--- config.mk ---
export PLATFORM = sky130hd
export DESIGN_NAME = udp_ipv4_frame_builder
export DESIGN_NICKNAME = d
export VERILOG_FILES = /design/src/rtl/ufb_pkg.sv /design/src/rtl/ufb_csum.sv /design/src/rtl/ufb_regs.sv /design/src/rtl/udp_ipv4_frame_builder.sv
export VERILOG_INCLUDE_DIRS = /design/src /design/src/rtl
export SDC_FILE = /design/constraint.sdc
export NUM_CORES = 1
export LEC_CHECK = 0
export ABC_AREA = 1
export ABC_CLOCK_PERIOD_IN_PS = 11500
export BUFFER_PORTS_ARGS = -buffer_cell sky130_fd_sc_hd__buf_2
export CAP_MARGIN = 10
export CORE_MARGIN = 1.5
export CORE_UTILIZATION = 45
export DETAILED_ROUTE_END_ITERATION = 6
export PLACE_DENSITY = 0.64
export SETUP_SLACK_MARGIN = 0.15
export SLEW_MARGIN = 15
export SYNTH_ARGS = -nofsm -noshare
export SYNTH_HDL_FRONTEND = slang
export SYNTH_HIERARCHICAL = 1
export SYNTH_SLANG_ARGS = --single-unit
--- constraint.sdc ---
create_clock -name clk -period 11.5 [get_ports clk]
set_clock_uncertainty 0.05 [all_clocks]
set_input_delay 1.15 -clock clk [delete_from_list [all_inputs] [get_ports clk]]
set_output_delay 1.15 -clock clk [all_outputs]
set_load 0.01 [all_outputs]
--- src/rtl/udp_ipv4_frame_builder_macros.svh ---
// assertion macros for the udp/ipv4 frame builder
// used by the top level; expects clk and rst_n in scope
`ifndef UDP_IPV4_FRAME_BUILDER_MACROS_SVH
`define UDP_IPV4_FRAME_BUILDER_MACROS_SVH

`ifndef NO_ASSERTIONS

// same-cycle implication
`define UFB_CHECK(label, ante, cons) \
    label: assert property (@(posedge clk) disable iff (!rst_n) (ante) |-> (cons)) \
        else $error("frame builder check failed");

// next-cycle implication
`define UFB_CHECK_NEXT(label, ante, cons) \
    label: assert property (@(posedge clk) disable iff (!rst_n) (ante) |=> (cons)) \
        else $error("frame builder check failed");

`else

`define UFB_CHECK(label, ante, cons)
`define UFB_CHECK_NEXT(label, ante, cons)

`endif

`endif

--- src/rtl/ufb_pkg.sv ---
// shared types and constants of the udp/ipv4 frame builder
// no dependencies
package ufb_pkg;

    localparam int HDR_LEN          = 42;
    localparam int MAX_PAYLOAD_DEF  = 1472;
    localparam int MIN_FRAME_DEF    = 60;
    localparam int CFG_ADDR_W       = 6;
    localparam int CFG_DATA_W       = 64;

    typedef struct packed {
        logic [7:0]  data_byte;
        logic        start_req;
        logic [10:0] data_len;
    } in_t;

    typedef struct packed {
        logic [7:0] frame_byte;
        logic       frame_end;
        logic       dropped;
    } out_t;

    typedef struct packed {
        logic [47:0] dest_mac;
        logic [47:0] source_mac;
        logic [31:0] source_ip;
        logic [31:0] dest_ip;
        logic [15:0] source_port;
        logic [15:0] dest_port;
    } cfg_t;

    // inputs of the checksum unit
    typedef struct packed {
        logic [10:0] data_len;
        logic [15:0] ident;
        logic [31:0] source_ip;
        logic [31:0] dest_ip;
    } csum_in_t;

    typedef enum logic [2:0] {
        REG_DEST_MAC    = 3'd0,
        REG_SOURCE_MAC  = 3'd1,
        REG_SOURCE_IP   = 3'd2,
        REG_DEST_IP     = 3'd3,
        REG_SOURCE_PORT = 3'd4,
        REG_DEST_PORT   = 3'd5
    } reg_idx_t;

    typedef enum logic [2:0] {
        ST_IDLE,
        ST_CSUM,
        ST_HDR,
        ST_FIRST,
        ST_PAD
    } st_t;

endpackage

--- src/rtl/ufb_csum.sv ---
// ipv4 header checksum: one 16-bit end-around-carry adder, one word per cycle
// depends on ufb_pkg
module ufb_csum
    import ufb_pkg::*;
(
    input  logic        clk,
    input  logic        rst_n,
    input  logic        start,
    input  csum_in_t    fields,
    output logic        done,
    output logic [15:0] checksum
);

    localparam logic [3:0] LAST_WORD = 4'd9;

    logic        busy_reg, busy_next;
    logic        done_reg, done_next;
    logic [3:0]  word_idx_reg, word_idx_next;
    logic [15:0] acc_reg, acc_next;
    logic [15:0] word;
    logic [16:0] sum;

    always_comb
    begin
        case (word_idx_reg)
            4'd0:    word = 16'h4500;
            4'd1:    word = 16'd28 + 16'(fields.data_len);
            4'd2:    word = fields.ident;
            4'd3:    word = 16'h0000;
            4'd4:    word = 16'h4011;
            4'd5:    word = fields.source_ip[31:16];
            4'd6:    word = fields.source_ip[15:0];
            4'd7:    word = fields.dest_ip[31:16];
            4'd8:    word = fields.dest_ip[15:0];
            default: word = 16'h0000;
        endcase
    end

    assign sum = {1'b0, acc_reg} + {1'b0, word};

    always_comb
    begin
        busy_next     = busy_reg;
        done_next     = done_reg;
        word_idx_next = word_idx_reg;
        acc_next      = acc_reg;
        if (start)
        begin
            busy_next     = 1'b1;
            done_next     = 1'b0;
            word_idx_next = '0;
            acc_next      = '0;
        end
        else if (busy_reg)
        begin
            // end-around carry keeps the ones-complement sum in 16 bits
            acc_next      = sum[15:0] + {15'd0, sum[16]};
            word_idx_next = word_idx_reg + 4'd1;
            if (word_idx_reg == LAST_WORD)
            begin
                busy_next = 1'b0;
                done_next = 1'b1;
            end
        end
    end

    always_ff @(posedge clk or negedge rst_n)
    begin
        if (!rst_n)
        begin
            busy_reg     <= 1'b0;
            done_reg     <= 1'b0;
            word_idx_reg <= '0;
        end
        else
        begin
            busy_reg     <= busy_next;
            done_reg     <= done_next;
            word_idx_reg <= word_idx_next;
        end
    end

    always_ff @(posedge clk)
    begin
        acc_reg <= acc_next;
    end

    assign done     = done_reg;
    assign checksum = ~acc_reg;

endmodule

--- src/rtl/ufb_regs.sv ---
// apb register file for addresses, ports and mac fields
// depends on ufb_pkg
module ufb_regs
    import ufb_pkg::*;
(
    input  logic                  clk,
    input  logic                  rst_n,
    input  logic                  psel,
    input  logic                  penable,
    input  logic                  pwrite,
    input  logic [CFG_ADDR_W-1:0] paddr,
    input  logic [CFG_DATA_W-1:0] pwdata,
    output logic [CFG_DATA_W-1:0] prdata,
    output cfg_t                  cfg
);

    cfg_t cfg_reg, cfg_next;
    logic wr_en;

    assign wr_en = psel && penable && pwrite;

    always_comb
    begin
        cfg_next = cfg_reg;
        if (wr_en)
        begin
            unique case (paddr[CFG_ADDR_W-1:3])
                REG_DEST_MAC:    cfg_next.dest_mac    = pwdata[47:0];
                REG_SOURCE_MAC:  cfg_next.source_mac  = pwdata[47:0];
                REG_SOURCE_IP:   cfg_next.source_ip   = pwdata[31:0];
                REG_DEST_IP:     cfg_next.dest_ip     = pwdata[31:0];
                REG_SOURCE_PORT: cfg_next.source_port = pwdata[15:0];
                REG_DEST_PORT:   cfg_next.dest_port   = pwdata[15:0];
                default:         cfg_next = cfg_reg;
            endcase
        end
    end

    always_comb
    begin
        unique case (paddr[CFG_ADDR_W-1:3])
            REG_DEST_MAC:    prdata = {16'd0, cfg_reg.dest_mac};
            REG_SOURCE_MAC:  prdata = {16'd0, cfg_reg.source_mac};
            REG_SOURCE_IP:   prdata = {32'd0, cfg_reg.source_ip};
            REG_DEST_IP:     prdata = {32'd0, cfg_reg.dest_ip};
            REG_SOURCE_PORT: prdata = {48'd0, cfg_reg.source_port};
            REG_DEST_PORT:   prdata = {48'd0, cfg_reg.dest_port};
            default:         prdata = '0;
        endcase
    end

    always_ff @(posedge clk or negedge rst_n)
    begin
        if (!rst_n)
            cfg_reg <= '0;
        else
            cfg_reg <= cfg_next;
    end

    assign cfg = cfg_reg;

endmodule

--- src/rtl/udp_ipv4_frame_builder.sv ---
// channel   | valid     | stall     | payload
// input     | in_valid  | in_stall  | in_data  (in_t: data_byte, start_req, data_len)
// output    | out_valid | out_stall | out_data (out_t: frame_byte, frame_end, dropped)
// config    | apb: psel/penable/pwrite, 64-bit data, register i at byte 8*i
//
// payload beats pass at one per cycle while the output is not stalled; after a start beat
// the checksum runs (10 words through the single adder, then a hand-over), then the 42
// header bytes, the first payload byte and any padding leave the single output register.
// in_stall stays high from a start beat until all of those are loaded, and while padding
// follows the last payload byte. output stalls hold the register and back up into in_stall.
// reset clears control state and all config registers.
// top level of the udp/ipv4 frame builder
// depends on ufb_pkg, ufb_csum, ufb_regs and the assertion macro header
`include "udp_ipv4_frame_builder_macros.svh"

module udp_ipv4_frame_builder
    import ufb_pkg::*;
#(
    parameter int MAX_PAYLOAD = MAX_PAYLOAD_DEF,
    parameter int MIN_FRAME   = MIN_FRAME_DEF
)
(
    input  logic                  clk,
    input  logic                  rst_n,
    input  logic                  in_valid,
    output logic                  in_stall,
    input  in_t                   in_data,
    output logic                  out_valid,
    input  logic                  out_stall,
    output out_t                  out_data,
    input  logic                  psel,
    input  logic                  penable,
    input  logic                  pwrite,
    input  logic [CFG_ADDR_W-1:0] paddr,
    input  logic [CFG_DATA_W-1:0] pwdata,
    output logic [CFG_DATA_W-1:0] prdata,
    output logic                  pready
);

    localparam int PAD_MAX  = MIN_FRAME - HDR_LEN;
    localparam int PAD_W    = $clog2(PAD_MAX + 2);
    localparam int HDR_BITS = 8 * HDR_LEN;
    localparam logic [5:0] HDR_LAST = 6'(HDR_LEN - 1);

    st_t         state_reg, state_next;
    logic [5:0]  hdr_idx_reg, hdr_idx_next;
    logic [PAD_W-1:0] pad_left_reg, pad_left_next;
    logic        active_reg, active_next;
    logic [10:0] bytes_left_reg, bytes_left_next;
    logic [10:0] decl_len_reg, decl_len_next;
    logic [7:0]  first_byte_reg, first_byte_next;
    logic [15:0] ident_reg, ident_next;
    out_t        out_reg;
    logic        out_valid_reg;

    logic        out_free;
    logic        in_fire;
    logic        load_en;
    out_t        load_data;
    logic        csum_start;
    logic        csum_done;
    logic [15:0] csum_value;
    logic [PAD_W-1:0] pad_amt;
    logic        oversize;
    logic        last_byte;
    cfg_t        cfg;
    csum_in_t    csum_fields;
    logic [HDR_BITS-1:0] hdr_vec;
    logic [8:0]  hdr_lsb;

    ufb_regs u_regs (
        .clk     (clk),
        .rst_n   (rst_n),
        .psel    (psel),
        .penable (penable),
        .pwrite  (pwrite),
        .paddr   (paddr),
        .pwdata  (pwdata),
        .prdata  (prdata),
        .cfg     (cfg)
    );

    assign pready = 1'b1;

    assign csum_fields = '{data_len: decl_len_reg, ident: ident_reg,
                           source_ip: cfg.source_ip, dest_ip: cfg.dest_ip};

    ufb_csum u_csum (
        .clk      (clk),
        .rst_n    (rst_n),
        .start    (csum_start),
        .fields   (csum_fields),
        .done     (csum_done),
        .checksum (csum_value)
    );

    assign out_free  = !out_valid_reg || !out_stall;
    assign in_stall  = (state_reg != ST_IDLE) || !out_free;
    assign in_fire   = in_valid && !in_stall;
    assign oversize  = in_data.data_len > 11'(MAX_PAYLOAD);
    assign last_byte = bytes_left_reg == 11'd1;
    assign pad_amt   = (decl_len_reg < 11'(PAD_MAX)) ?
                       PAD_W'(11'(PAD_MAX) - decl_len_reg) : '0;

    // header in wire order, first byte at the top
    assign hdr_vec = {cfg.dest_mac, cfg.source_mac, 16'h0800,
                      8'h45, 8'h00, 16'd28 + 16'(decl_len_reg), ident_reg,
                      16'h0000, 8'd64, 8'd17, csum_value,
                      cfg.source_ip, cfg.dest_ip,
                      cfg.source_port, cfg.dest_port,
                      16'd8 + 16'(decl_len_reg), 16'h0000};
    assign hdr_lsb = 9'(HDR_BITS - 8) - {hdr_idx_reg, 3'b000};

    // next state
    always_comb
    begin
        state_next = state_reg;
        unique case (state_reg)
            ST_IDLE:
            begin
                if (in_fire && !active_reg && in_data.start_req && !oversize)
                    state_next = ST_CSUM;
                else if (in_fire && active_reg && last_byte && pad_amt != '0)
                    state_next = ST_PAD;
            end
            ST_CSUM:
            begin
                if (csum_done)
                    state_next = ST_HDR;
            end
            ST_HDR:
            begin
                if (out_free && hdr_idx_reg == HDR_LAST)
                begin
                    if (decl_len_reg != 11'd0)
                        state_next = ST_FIRST;
                    else if (pad_amt != '0)
                        state_next = ST_PAD;
                    else
                        state_next = ST_IDLE;
                end
            end
            ST_FIRST:
            begin
                if (out_free)
                    state_next = (decl_len_reg == 11'd1 && pad_amt != '0) ? ST_PAD : ST_IDLE;
            end
            ST_PAD:
            begin
                if (out_free && pad_left_reg == PAD_W'(1))
                    state_next = ST_IDLE;
            end
            default: state_next = ST_IDLE;
        endcase
    end

    // outputs and datapath
    always_comb
    begin
        hdr_idx_next    = hdr_idx_reg;
        pad_left_next   = pad_left_reg;
        active_next     = active_reg;
        bytes_left_next = bytes_left_reg;
        decl_len_next   = decl_len_reg;
        first_byte_next = first_byte_reg;
        ident_next      = ident_reg;
        load_en         = 1'b0;
        load_data       = '0;
        csum_start      = 1'b0;
        unique case (state_reg)
            ST_IDLE:
            begin
                if (in_fire)
                begin
                    if (active_reg)
                    begin
                        load_en             = 1'b1;
                        load_data.frame_byte = in_data.data_byte;
                        load_data.frame_end  = last_byte && pad_amt == '0;
                        bytes_left_next     = bytes_left_reg - 11'd1;
                        if (last_byte)
                        begin
                            active_next   = 1'b0;
                            pad_left_next = pad_amt;
                        end
                    end
                    else if (in_data.start_req)
                    begin
                        if (oversize)
                        begin
                            // drop notice
                            load_en             = 1'b1;
                            load_data.frame_end = 1'b1;
                            load_data.dropped   = 1'b1;
                        end
                        else
                        begin
                            decl_len_next   = in_data.data_len;
                            first_byte_next = in_data.data_byte;
                            hdr_idx_next    = '0;
                            csum_start      = 1'b1;
                        end
                    end
                end
            end
            ST_CSUM:
            begin
                hdr_idx_next = '0;
            end
            ST_HDR:
            begin
                if (out_free)
                begin
                    load_en              = 1'b1;
                    load_data.frame_byte = hdr_vec[hdr_lsb +: 8];
                    load_data.frame_end  = hdr_idx_reg == HDR_LAST && decl_len_reg == 11'd0
                                           && pad_amt == '0;
                    hdr_idx_next         = hdr_idx_reg + 6'd1;
                    if (hdr_idx_reg == HDR_LAST)
                    begin
                        ident_next    = ident_reg + 16'd1;
                        pad_left_next = pad_amt;
                    end
                end
            end
            ST_FIRST:
            begin
                if (out_free)
                begin
                    load_en              = 1'b1;
                    load_data.frame_byte = first_byte_reg;
                    load_data.frame_end  = decl_len_reg == 11'd1 && pad_amt == '0;
                    active_next          = decl_len_reg != 11'd1;
                    bytes_left_next      = decl_len_reg - 11'd1;
                    pad_left_next        = pad_amt;
                end
            end
            ST_PAD:
            begin
                if (out_free)
                begin
                    load_en             = 1'b1;
                    load_data.frame_end = pad_left_reg == PAD_W'(1);
                    pad_left_next       = pad_left_reg - PAD_W'(1);
                end
            end
            default:
            begin
                load_en = 1'b0;
            end
        endcase
    end

    always_ff @(posedge clk or negedge rst_n)
    begin
        if (!rst_n)
        begin
            state_reg      <= ST_IDLE;
            hdr_idx_reg    <= '0;
            pad_left_reg   <= '0;
            active_reg     <= 1'b0;
            bytes_left_reg <= '0;
            decl_len_reg   <= '0;
            ident_reg      <= '0;
            out_valid_reg  <= 1'b0;
        end
        else
        begin
            state_reg      <= state_next;
            hdr_idx_reg    <= hdr_idx_next;
            pad_left_reg   <= pad_left_next;
            active_reg     <= active_next;
            bytes_left_reg <= bytes_left_next;
            decl_len_reg   <= decl_len_next;
            ident_reg      <= ident_next;
            if (load_en)
                out_valid_reg <= 1'b1;
            else if (!out_stall)
                out_valid_reg <= 1'b0;
        end
    end

    always_ff @(posedge clk)
    begin
        first_byte_reg <= first_byte_next;
        if (load_en)
            out_reg <= load_data;
    end

    assign out_valid = out_valid_reg;
    assign out_data  = out_reg;

    `UFB_CHECK(drop_beat_form, out_valid_reg && out_reg.dropped,
               out_reg.frame_end && out_reg.frame_byte == 8'd0)
    `UFB_CHECK(active_only_idle, active_reg, state_reg == ST_IDLE)
    `UFB_CHECK_NEXT(ident_bumps_at_hdr_end,
                    state_reg == ST_HDR && out_free && hdr_idx_reg == HDR_LAST,
                    ident_reg == $past(ident_reg) + 16'd1)
    `UFB_CHECK(pad_count_live, state_reg == ST_PAD, pad_left_reg != '0)

endmodule
==> summary.md <==
| Metric | Value |
|---|---|
| Clk sink count | `roughly 290` |
| Crit Path Category | `input pin to output port` |
| Yosys warning count | `6` |
| Die Wd | `210 µm` |
| Placed inst area | `just over 20000 µm²` |
| Post-synth ARST share | `88.1%` |
| Worst-Skew Late Latency | `580 ps` |
| Fin. max-slew vios | `0` |
| FF-to-FF Start | `u_csum/word_idx_reg[0]` |
| Core Box Area | `about 42000 µm²` |
| Fin crit share | `49.2%` |
| Worst hold slack | `around 450 ps` |
| Initial DRC count | `between 2k and 2.5k` |
| # hold bufs at CTS | `0` |
| Global route overflow | `0` |
| Fin area | `about 21000 µm²` |
| Share of layout cells above drive strength 1 | `9.73%` |
| R2R setup slack | `around 6100 ps` |
| # Post-CTS Setup Buffers | `0` |
| Dpl hpwl | `roughly 50 mm` |
| Worst Hold End | `u_csum/acc_reg[4]` |
| CP required | `between 10000 and 15000 ps` |
| Crit path DAT | `approximately 4500 ps` |
| Status | `complete, no violations` |
| Number of global-route vias before repair | `around 19k` |
| Cell area after synthesis | `approximately 19000 µm²` |
| Area Growth Syn to Fin | `10.7%` |
| Post-layout min period | `5660 ps` |
| Total track usage | `between 30% and 40%` |
| Top post-synthesis cells by area | `dfrtp_1, nand2_1, o21ai_0, inv_1, nand3_1` |
| Vias per cell | `between 5 and 6` |
| DRC viols | `0` |
| Per-cell routed wire length | `roughly 20 µm` |
| Worst Reg-to-Reg Cells | `29` |
| Largest register FFs | `between 150 and 200` |
| Final setup fails | `0` |
| Fmax | `about 0.18 GHz` |
| RePlAce Congestion | `0.988` |
| Cells after synthesis | `2893` |
| Synth Area per Inst | `between 6 and 7 µm²` |
| Sum Neg Setup Slack | `0 ps` |
| CP Cell Sequence | `buf_2, inv_2, buf_4, nand3_2, buf_4, inv_2, a21oi_1, nand2_1, buf_2` |
| TritonCTS clock tree | `built` |
| WL final | `between 70 and 80 mm` |
| RSZ-0062 raised after global routing | `no` |
| Synth Register Bits | `286` |
| Rel. slew slack | `19.0%` |
| Hold path cells | `2` |
| Netlist cell types | `60` |
| VDD IR max | `0.141 mV` |
| TritonRoute pass-1 iters | `6` |
| Final #Nets | `3097` |
| Vias after detailed routing | `between 15k and 20k` |
| Hold path startpoint | `u_csum/acc_reg[4]` |
| Count of buffers from port buffering | `around 140` |
| CTS root buf | `clkbuf_16` |
| Pin count of the biggest net entering global routing | `between 100 and 150` |
| H-tree Lvls | `2` |
| Slowest CP cell | `nand3_2` |
| CP max stage delay | `approximately 700 ps` |
| Die Y-Extent | `around 210 µm` |
| Largest area contributor in the netlist | `dfrtp_1` |
| Total power | `between 4 and 5 mW` |
| Most common library cells after synthesis | `nand2_1, inv_1, o21ai_0, dfrtp_1, nor2_1` |
| Hold Vio Cnt, Final | `0` |
| Least-Margin Pin Slew | `roughly 1200 ps` |
| Die ar. | `44200 µm²` |
| CP max FO | `62` |
| Initial Util | `between 40 and 50%` |
| Post-synth top flop | `dfrtp_1` |
| Sequential cell area fraction in the yosys report | `between 30% and 40%` |
| Clock-pin slew on the worst setup and hold paths | `roughly 60 ps` |
| Hold Crit Class | `register to register` |
| Number of fill cells in the layout | `about 4.3k` |
| FP Rows | `75` |
| N_diodes | `0` |
| EDFF count, synth | `18` |
| Leading cell type by number of instances after synthesis | `nand2_1` |
| Critical Path Start Type | `input pin` |
| Pwr/cell area | `~220 nW/µm²` |
| Critical R2R Capture | `u_csum/acc_reg[14]` |
| CTS Buffer Depth | `3` |
| # IOs | `approximately 170` |
| Cts repair resizes | `0` |
| Non-filler instance count after layout | `3519` |
| Yosys top cell area share | `32.6%` |
| Post-route ant nets | `0` |
| First-pass GRT wire length | `between 100 and 150 mm` |
| Placed insts | `roughly 3.5k` |
| Num CTS Buffers | `36` |
| Leakage | `11.2 nW` |
| Initial antenna violation count | `2` |
| Nature of the critical path endpoint | `output port` |
| Max_cap viols | `0` |
## metrics by stage
step           utilization (%)  setup slack [ps]
2_1_floorplan                -              7520
3_3_place_gp              48.1              6020
3_5_place_dp              48.1              6000
6_report                  50.8              5840
4_1_cts                   50.8              6010
5_1_grt                   50.8              5790
## cell usage in the layout, fill, tap and decap left out, drive strengths merged, types with 6 or more instances in the layout
cell type,n
xor2,21
clkinv,10
o22ai,9
xnor2,9
inv,352
o211ai,13
nand4,78
o21ai,310
a21oi,61
a221oi,16
dfrtp,252
a22oi,8
a31oi,6
nor2,255
clkbuf,49
conb,17
nand3b,6
nor3,20
dfxtp,16
edfxtp,18
nand3,235
nand2,971
a22o,12
buf,166
ha,41
## worst max-delay path: cells and delay by family
kind	cells	cell delay [ps]
buffers and inverters	6	2190
AND/OR/NAND/NOR	2	880
AO/OA/AOI/OAI	1	150
## cell type report
| class | count | area [µm²] | share of cell area [%] |
|---|---|---|---|
| Inverter | 353 | 1330 | 6.21 |
| Tap cell | 539 | 674 | 3.15 |
| Clock inverter | 11 | 169 | 0.789 |
| Timing Repair Buffer | 166 | 913 | 4.27 |
| Multi-Input combinational cell | 2115 | 10200 | 47.6 |
| Sequential cell | 286 | 7170 | 33.5 |
| Clock buffer | 49 | 960 | 4.48 |
## worst max path at each step
stage / from / to / slack [ps]
3_3_place_gp: paddr[5] / prdata[7] / 6020
4_1_cts: paddr[5] / prdata[7] / 6010
6_report: paddr[5] / prdata[12] / 5840
3_5_place_dp: paddr[5] / prdata[7] / 6000
2_1_floorplan: u_csum/word_idx_reg[0] / u_csum/acc_reg[14] / 7520
5_1_grt: paddr[5] / prdata[36] / 5790
## cells by family (layout without fill, tap and decap cells)
kind of cell	after synthesis	count (layout)	share of synthesized area (%)
adders and majority gates	42	42	2.76
other	2	17	0.0388
DFF	286	286	37.1
AOI/OAI and AO/OA	449	449	12.9
buffers and inverters	507	579	10.7
and+or+nand+nor	1577	1577	35.1
xor gates and xnor gates	30	30	1.40
## layer usage
| metal | global-route usage [%] | vias to the layer above | share of wire [%] |
|---|---|---|---|
| li1 | - | 9389 | - |
| met1 | 43.6 | 9397 | 42 |
| met2 | 49.6 | 982 | 44 |
| met3 | 5.26 | 179 | 8.9 |
| met4 | 16.1 | 0 | 5.0 |
| met5 | 0 | - | 0 |
## report_power, final
group          leakage (nW)  internal, mW  switching, mW
Clock                 0.545         0.636          0.471
Sequential             3.47          1.26          0.268
Combinational          7.18         0.629           1.39
Note: power is estimated with default switching activity, not from simulation.
